## src/hdl/dccrc_pkg.sv

```systemverilog
// ----------------------------------------------------------------------------
// dccrc_pkg
// Shared constants, types and the byte-wide CRC-16 update for the dual-copy
// record checker.
// ----------------------------------------------------------------------------
package dccrc_pkg;

  localparam int unsigned RECORD_BYTES_DEFAULT = 24;

  localparam logic [15:0] CRC_POLY = 16'h8005;
  localparam logic [15:0] CRC_INIT = 16'hFFFF;

  // Copy selection codes on the result
  typedef enum logic [1:0] {
    SEL_FIRST   = 2'd0,
    SEL_SECOND  = 2'd1,
    SEL_NEITHER = 2'd2
  } sel_t;

  // Registered input byte handed to the tracker
  typedef struct packed {
    logic       valid;
    logic [7:0] data;
  } byte_req_t;

  // Advance one byte through the CRC, MSB first
  function automatic logic [15:0] crc_byte(input logic [15:0] crc, input logic [7:0] b);
    logic [15:0] c;
    c = crc ^ {b, 8'h00};
    for (int k = 0; k < 8; k++) begin
      if (c[15]) begin
        c = {c[14:0], 1'b0} ^ CRC_POLY;
      end else begin
        c = {c[14:0], 1'b0};
      end
    end
    return c;
  endfunction

endpackage

```

## src/hdl/dccrc_if.sv

```systemverilog
// ----------------------------------------------------------------------------
// dccrc_if
// Valid/ready channels of the dual-copy record checker: byte input and
// check result.
// ----------------------------------------------------------------------------
interface dccrc_byte_if;
  logic       valid;
  logic       ready;
  logic [7:0] data_byte;

  modport source (output valid, output data_byte, input ready);
  modport sink   (input valid, input data_byte, output ready);
endinterface

interface dccrc_result_if;
  logic        valid;
  logic        ready;
  logic [1:0]  selected_copy;
  logic        first_valid;
  logic        second_valid;
  logic [15:0] first_crc;
  logic [15:0] second_crc;

  modport source (output valid, output selected_copy, output first_valid,
                  output second_valid, output first_crc, output second_crc,
                  input ready);
  modport sink   (input valid, input selected_copy, input first_valid,
                  input second_valid, input first_crc, input second_crc,
                  output ready);
endinterface

```

## src/hdl/dual_copy_crc_record_checker_core.sv

```systemverilog
// Result path: the last byte of the second copy is held in the input register,
//   then the check result is loaded into the result register.
// Throughput: one byte per cycle; the byte-wide CRC-16 update sits between
//   the two registers, and input stalls only while a result waits on ready.
// Reset: synchronous active-high rst clears both valid flags and restarts at
//   the first byte of the first copy with CRC 0xFFFF.
// ----------------------------------------------------------------------------
// dual_copy_crc_record_checker_core
// Checks two redundant records with CRC-16 and reports which copy to use.
// ----------------------------------------------------------------------------
module dual_copy_crc_record_checker_core #(
  parameter int unsigned RECORD_BYTES = dccrc_pkg::RECORD_BYTES_DEFAULT
) (
  input  logic           clk,
  input  logic           rst,
  dccrc_byte_if.sink     byte_in,
  dccrc_result_if.source result_out
);
  import dccrc_pkg::*;

  byte_req_t req;
  logic      adv;

  // Register incoming bytes
  dccrc_input_reg u_input_reg (
    .clk     (clk),
    .rst     (rst),
    .byte_in (byte_in),
    .adv     (adv),
    .req     (req)
  );

  // Track copies and produce the result
  dccrc_tracker #(
    .RECORD_BYTES (RECORD_BYTES)
  ) u_tracker (
    .clk        (clk),
    .rst        (rst),
    .req        (req),
    .adv        (adv),
    .result_out (result_out)
  );

endmodule

```

## src/hdl/dccrc_input_reg.sv

```systemverilog
// ----------------------------------------------------------------------------
// dccrc_input_reg
// Input register: captures one byte request per cycle and holds it while
// the tracker stage is stalled.
// ----------------------------------------------------------------------------
module dccrc_input_reg (
  input  logic                 clk,
  input  logic                 rst,
  dccrc_byte_if.sink           byte_in,
  input  logic                 adv,
  output dccrc_pkg::byte_req_t req
);
  import dccrc_pkg::*;

  logic accept;

  // Take a new byte when the register is empty or drains this cycle
  assign byte_in.ready = !req.valid || adv;
  assign accept        = byte_in.valid && byte_in.ready;

  // Load, drain or hold the request
  always_ff @(posedge clk) begin
    if (rst) begin
      req.valid <= 1'b0;
    end else if (accept) begin
      req.valid <= 1'b1;
    end else if (adv) begin
      req.valid <= 1'b0;
    end
    if (accept) begin
      req.data <= byte_in.data_byte;
    end
  end

  a_accept_loads: assert property (@(posedge clk) disable iff (rst)
    accept |=> req.valid)
    else $error("accepted byte not registered");

  a_stall_holds: assert property (@(posedge clk) disable iff (rst)
    (req.valid && !adv) |=> (req.valid && $stable(req.data)))
    else $error("stalled byte lost or changed");

  a_empty_ready: assert property (@(posedge clk) disable iff (rst)
    !req.valid |-> byte_in.ready)
    else $error("empty input register refuses a byte");

endmodule

```

## src/hdl/dccrc_tracker.sv

```systemverilog
// ----------------------------------------------------------------------------
// dccrc_tracker
// Record tracker: runs the CRC over each copy, captures the stored CRC,
// compares, and loads the result register after the second copy.
// ----------------------------------------------------------------------------
module dccrc_tracker #(
  parameter int unsigned RECORD_BYTES = dccrc_pkg::RECORD_BYTES_DEFAULT
) (
  input  logic                 clk,
  input  logic                 rst,
  input  dccrc_pkg::byte_req_t req,
  output logic                 adv,
  dccrc_result_if.source       result_out
);
  import dccrc_pkg::*;

  localparam int unsigned IDX_W = $clog2(RECORD_BYTES);
  localparam logic [IDX_W-1:0] IDX_LOW  = IDX_W'(RECORD_BYTES - 2);
  localparam logic [IDX_W-1:0] IDX_LAST = IDX_W'(RECORD_BYTES - 1);

  logic [15:0]      running_crc;
  logic [IDX_W-1:0] idx;
  logic             second;
  logic [7:0]       stored_low_byte;
  logic [15:0]      saved_first_crc;
  logic             saved_first_valid;

  logic             take;
  logic             in_body;
  logic             at_low;
  logic             at_last;
  logic             match;
  logic             done;
  sel_t             sel_next;

  // Stall only while a finished result waits
  assign adv  = !result_out.valid || result_out.ready;
  assign take = adv && req.valid;

  // Decode position and compare against the stored CRC
  assign in_body = idx < IDX_LOW;
  assign at_low  = idx == IDX_LOW;
  assign at_last = idx == IDX_LAST;
  assign match   = running_crc == {req.data, stored_low_byte};
  assign done    = take && at_last && second;

  // Pick the copy to use
  always_comb begin
    if (saved_first_valid) begin
      sel_next = SEL_FIRST;
    end else if (match) begin
      sel_next = SEL_SECOND;
    end else begin
      sel_next = SEL_NEITHER;
    end
  end

  // Advance position, CRC and per-copy state
  always_ff @(posedge clk) begin
    if (rst) begin
      running_crc       <= CRC_INIT;
      idx               <= '0;
      second            <= 1'b0;
      stored_low_byte   <= 8'h00;
      saved_first_crc   <= 16'h0000;
      saved_first_valid <= 1'b0;
    end else if (take) begin
      if (in_body) begin
        running_crc <= crc_byte(running_crc, req.data);
        idx         <= idx + 1'b1;
      end else if (at_low) begin
        stored_low_byte <= req.data;
        idx             <= idx + 1'b1;
      end else begin
        if (!second) begin
          saved_first_crc   <= running_crc;
          saved_first_valid <= match;
        end
        running_crc <= CRC_INIT;
        idx         <= '0;
        second      <= !second;
      end
    end
  end

  // Result register: set on the closing byte, clear once taken
  always_ff @(posedge clk) begin
    if (rst) begin
      result_out.valid <= 1'b0;
    end else if (adv) begin
      result_out.valid <= done;
    end
  end

  always_ff @(posedge clk) begin
    if (done) begin
      result_out.selected_copy <= sel_next;
      result_out.first_valid   <= saved_first_valid;
      result_out.second_valid  <= match;
      result_out.first_crc     <= saved_first_crc;
      result_out.second_crc    <= running_crc;
    end
  end

  a_done_gives_result: assert property (@(posedge clk) disable iff (rst)
    done |=> result_out.valid)
    else $error("closing byte produced no result");

  a_first_pref: assert property (@(posedge clk) disable iff (rst)
    result_out.valid |->
      ((result_out.selected_copy == SEL_FIRST) == result_out.first_valid))
    else $error("first copy selection disagrees with its good flag");

  a_neither: assert property (@(posedge clk) disable iff (rst)
    (result_out.valid && result_out.selected_copy == SEL_NEITHER) |->
      (!result_out.first_valid && !result_out.second_valid))
    else $error("neither selected although a copy is good");

  a_idx_range: assert property (@(posedge clk) disable iff (rst)
    idx <= IDX_LAST)
    else $error("byte position beyond record length");

endmodule
```

## src/flat_wrapper.sv

```systemverilog
// flat-port wrapper written by rule: the top's interface ports become plain ports
module dual_copy_crc_record_checker_core_flat import dccrc_pkg::*;
#(
  parameter int unsigned RECORD_BYTES = dccrc_pkg::RECORD_BYTES_DEFAULT
)
  (clk, rst, byte_in_valid, byte_in_data_byte, byte_in_ready, result_out_valid, result_out_selected_copy, result_out_first_valid, result_out_second_valid, result_out_first_crc, result_out_second_crc, result_out_ready);
  dccrc_byte_if byte_in_i ();
  dccrc_result_if result_out_i ();
  input  logic clk;
  input  logic rst;
  input wire logic [$bits(byte_in_i.valid)-1:0] byte_in_valid;
  input wire logic [$bits(byte_in_i.data_byte)-1:0] byte_in_data_byte;
  output wire logic [$bits(byte_in_i.ready)-1:0] byte_in_ready;
  output wire logic [$bits(result_out_i.valid)-1:0] result_out_valid;
  output wire logic [$bits(result_out_i.selected_copy)-1:0] result_out_selected_copy;
  output wire logic [$bits(result_out_i.first_valid)-1:0] result_out_first_valid;
  output wire logic [$bits(result_out_i.second_valid)-1:0] result_out_second_valid;
  output wire logic [$bits(result_out_i.first_crc)-1:0] result_out_first_crc;
  output wire logic [$bits(result_out_i.second_crc)-1:0] result_out_second_crc;
  input wire logic [$bits(result_out_i.ready)-1:0] result_out_ready;
  assign byte_in_i.valid = byte_in_valid;
  assign byte_in_i.data_byte = byte_in_data_byte;
  assign byte_in_ready = byte_in_i.ready;
  assign result_out_valid = result_out_i.valid;
  assign result_out_selected_copy = result_out_i.selected_copy;
  assign result_out_first_valid = result_out_i.first_valid;
  assign result_out_second_valid = result_out_i.second_valid;
  assign result_out_first_crc = result_out_i.first_crc;
  assign result_out_second_crc = result_out_i.second_crc;
  assign result_out_i.ready = result_out_ready;
  dual_copy_crc_record_checker_core #(.RECORD_BYTES(RECORD_BYTES)) u_core (.clk(clk), .rst(rst), .byte_in(byte_in_i), .result_out(result_out_i));
endmodule
```

## config.mk

```make
export PLATFORM = sky130hd
export DESIGN_NAME = dual_copy_crc_record_checker_core_flat
export DESIGN_NICKNAME = d
export VERILOG_FILES = /design/src/hdl/dccrc_pkg.sv /design/src/hdl/dccrc_if.sv /design/src/hdl/dual_copy_crc_record_checker_core.sv /design/src/hdl/dccrc_input_reg.sv /design/src/hdl/dccrc_tracker.sv /design/src/flat_wrapper.sv
export SDC_FILE = /design/constraint.sdc
export NUM_CORES = 1
export LEC_CHECK = 0
export ABC_AREA = 1
export BUFFER_PORTS_ARGS = -buffer_cell sky130_fd_sc_hd__buf_2
export CAP_MARGIN = 30
export CORE_MARGIN = 10
export CORE_UTILIZATION = 40
export CTS_CLUSTER_DIAMETER = 150
export DETAILED_ROUTE_END_ITERATION = 6
export PLACE_DENSITY = 0.7
export SYNTH_ARGS = -nofsm -noshare
export SYNTH_HDL_FRONTEND = slang
export SYNTH_SLANG_ARGS = --single-unit
```

## constraint.sdc

```tcl
create_clock -name clk -period 5.35 [get_ports clk]
set_clock_uncertainty 0.05 [all_clocks]
set_input_delay 0.2675 -clock clk [delete_from_list [all_inputs] [get_ports clk]]
set_output_delay 0.2675 -clock clk [all_outputs]
set_load 0.03 [all_outputs]
```

==> flow_metrics.py <==
metrics = {
    "run_status": {
        "status": "complete, no violations",
    },
    "critical_path": {
        "critPathKind": "register to register",
        "required_ns": 5.56,
        "crit_fanout": 3,
        "r2r_setup_slack_ns": 2.95,
        "critPathCaptureType": "register",
        "worstSetupEndpoint": "u_core.u_tracker.running_crc[15]",
        "crit_start": "u_core.u_input_reg.req[7]",
        "reg2reg_depth": 16,
        "r2r_start": "u_core.u_input_reg.req[7]",
        "cp-start-kind": "register",
        "crit_arrival_ns": 2.61,
        "r2r_end": "u_core.u_tracker.running_crc[15]",
    },
    "cts": {
        "cts-root-buf": "clkbuf_8",
        "htreeDepth": 3,
        "numCtsBuffers": 9,
        "clkTransAtPathRegs_ns": 0.09,
        "ctsResizeCount": 0,
        "postCtsSetupBuffers": 0,
        "clk_latency_ns": 0.37,
        "cts_tree": "built",
        "holdBufCountCts": 0,
        "clock_path_buffers": 2,
        "clock-sinks": 93,
    },
    "min_path": {
        "hold_path.class": "input port to register",
    },
    "detailed_routing": {
        "ant_nets": 0,
        "drt_iter0_drc": 214,
        "wire_per_inst_um": 14.6,
        "vias": 2598,
        "first_pass_iters": 4,
        "vias_per_cell": 5.02,
        "drc_errors": 0,
        "drt-total-wl_mm": 7.57,
    },
    "placement": {
        "port_buffers": 49,
        "place_area_mm2": 0.00400,
        "gp_congestion": 0.924,
        "dp_hpwl_mm": 5.52,
    },
    "floorplan": {
        "chipWidth_um": 115,
        "coreArea_mm2": 0.00876,
        "dieArea_mm2": 0.0133,
        "start_util_pct": 41.3,
        "num_io_pins": 50,
        "chipHeight_um": 115,
        "num_rows": 34,
    },
    "power": {
        "p_total_mw": 1.34,
        "p_seq_share_pct": 57.7,
        "power.share.clock_pct": 33.2,
        "p_leak_nw": 1.78,
        "p_switching_mw": 0.351,
        "cellPowerDensity_mw_per_mm2": 318,
        "vdd_drop_max_uv": 114,
        "intPower_mw": 0.990,
        "swShare_pct": 26.2,
        "power_frac_comb_pct": 9.1,
    },
    "synthesis": {
        "netlist_top_cells_count": "nand2_1, dfxtp_1, edfxtp_1, nor2_1, o21ai_0",
        "async_reset_ff_share_pct": 0,
        "seq_area_frac_synth_pct": 63.5,
        "synth_most_common_cell": "nand2_1",
        "synthCells": 351,
        "yosysWarnings": 0,
        "syn_area_per_cell_um2": 10.3,
        "synth_area_mm2": 0.00362,
        "synth_edf_count": 44,
        "synth_top_cell_by_area": "edfxtp_1",
        "ys_ff_latch": 93,
        "postSynthNetCount": 366,
        "synthDistinctLibCells": 31,
        "synthFlopType": "dfxtp_1",
        "synth.area.top_cells": "edfxtp_1, dfxtp_1, nand2_1, o21ai_0, nor2_1",
        "synth.top_cell.area_share_pct": 36.5,
    },
    "finish": {
        "drive_gt1_share_pct": 21.5,
        "nFillCells": 816,
        "n_antenna_cell": 0,
        "final_nets": 420,
        "final_util_pct": 48.0,
        "area_growth_pct": 16.2,
        "stdcell_area_mm2": 0.00421,
    },
    "timing": {
        "finalHoldViolations": 0,
        "tightest_slew_ns": 0.538,
        "fin_tns_setup_ns": 0,
        "maxSlewViolCount": 0,
        "max_freq_ghz": 0.416,
        "grt_setup_unrepaired": "no",
        "max-slew-margin-rel_pct": 63.9,
        "finalCritPeriodShare_pct": 44.9,
        "finalCriticalPeriod_ns": 2.40,
        "setup_viol": 0,
    },
    "global_routing": {
        "antenna_found_initial": 0,
        "grt.total_usage_pct": 11.6,
        "overflow": 0,
        "grt_pass1_wl_mm": 12.3,
        "grt_pass1_vias": 2441,
        "grt_max_degree": 38,
    },
    "run": {
        "cap_violations": 0,
    },
}
==> power by group through the flow <==
stage | registers [mW] | logic [mW] | clock network [mW]
after floorplan | 0.783 | 0.0929 | 0
after global placement | 0.789 | 0.113 | 0
after global routing | 0.776 | 0.136 | 0.484
after detailed placement | 0.790 | 0.119 | 0
after CTS | 0.773 | 0.119 | 0.460
final | 0.773 | 0.122 | 0.445
==> state kept, by name, indices dropped and copies added, names as in the netlist, 2 cells and up <==
register                                   cells
u_core.u_tracker.result_out.first_crc         16
u_core.u_tracker.result_out.second_crc        16
u_core.u_tracker.running_crc                  16
u_core.u_tracker.saved_first_crc              16
u_core.u_input_reg.req                         9
u_core.u_tracker.stored_low_byte               8
u_core.u_tracker.idx                           5
u_core.u_tracker.result_out.selected_copy      2
==> metrics by stage <==
| stage | cells | hold slack [ns] | setup WS, ns |
|---|---|---|---|
| 2_1_floorplan | 351 | 0.316 | 2.46 |
| 3_3_place_gp | 500 | 0.362 | 3.17 |
| 3_5_place_dp | 501 | 0.363 | 3.05 |
| 4_1_cts | 517 | 0.00920 | 3.03 |
| 5_1_grt | 518 | 0.0131 | 2.81 |
| 6_report | 518 | 0.0261 | 2.95 |
==> cell type report <==
class	instances	area, µm²	area share, %
Clock buffer	10	138	3.27
Clock inverter	6	52.6	1.25
Inverter	35	131	3.12
Multi-Input combinational cell	215	1160	27.5
Sequential cell	93	2300	54.7
Tap cell	108	135	3.21
Timing Repair Buffer	51	293	6.96
==> layer usage <==
layer,wire [µm],vias up,global-route usage [%]
met5,0,-,0
met4,135,0,4.37
met3,591,12,4.38
met2,3330,81,17.6
met1,3510,1197,14.7
li1,-,1308,-
==> critical path, cell delays in order (launching register included) <==
cell and delay, ns:
edfxtp_1 0.42, xnor2_1 0.30, ha_1 0.34, inv_1 0.10, nand3_1 0.12, nand2_2 0.10, nand2_2 0.06, nand2_1 0.08
nand2_1 0.09, nand3_1 0.12, nand3_1 0.08, nand3_1 0.15, nand2_1 0.07, nand2_1 0.05, nand3_1 0.06, nand2_1 0.06
nand2_1 0.05
==> kinds of logic (layout without fill, tap and decap cells) <==
logic type | count (synthesis) | in the layout | share of synthesized area, %
AO/OA/AOI/OAI | 76 | 76 | 12.4
buffers and inverters | 43 | 102 | 4.73
AND/OR/NAND/NOR | 124 | 124 | 15.2
flip-flops | 93 | 93 | 63.5
XOR/XNOR | 12 | 12 | 3.11
adder cells (fa/ha/maj) | 3 | 3 | 1.04
==> worst min path at each step <==
stage	from	to	depth (start not counted)
floorplan	byte_in_data_byte[0]	u_core.u_input_reg.req[0]	0
finish	byte_in_data_byte[1]	u_core.u_input_reg.req[1]	1
global placement	u_core.u_tracker.saved_first_crc[10]	u_core.u_tracker.result_out.first_crc[10]	0
detailed placement	u_core.u_tracker.saved_first_crc[10]	u_core.u_tracker.result_out.first_crc[10]	0
global route	byte_in_data_byte[6]	u_core.u_input_reg.req[6]	1
CTS	byte_in_data_byte[1]	u_core.u_input_reg.req[1]	1
==> cells in the final DEF, fill, tap and decap left out, types with 2 or more instances in the layout <==
master,synthesis,layout
a211oi_1,2,2
xnor2_1,5,5
nand2_2,3,3
buf_2,2,49
o21ai_0,37,37
o22ai_1,8,8
clkinvlp_4,0,2
nand3_1,17,17
clkbuf_8,0,10
nor2_4,1,2
nor4_1,2,2
a21oi_1,21,21
xor2_1,6,6
nand2_1,50,50
ha_1,3,3
dfxtp_1,49,49
nor2_1,44,43
nand3_2,3,3
inv_1,29,29
inv_2,6,6
nand4_1,2,2
edfxtp_1,44,44
o211ai_2,3,3
inv_6,0,3
No activity file was read; power rests on OpenSTA's default activity.
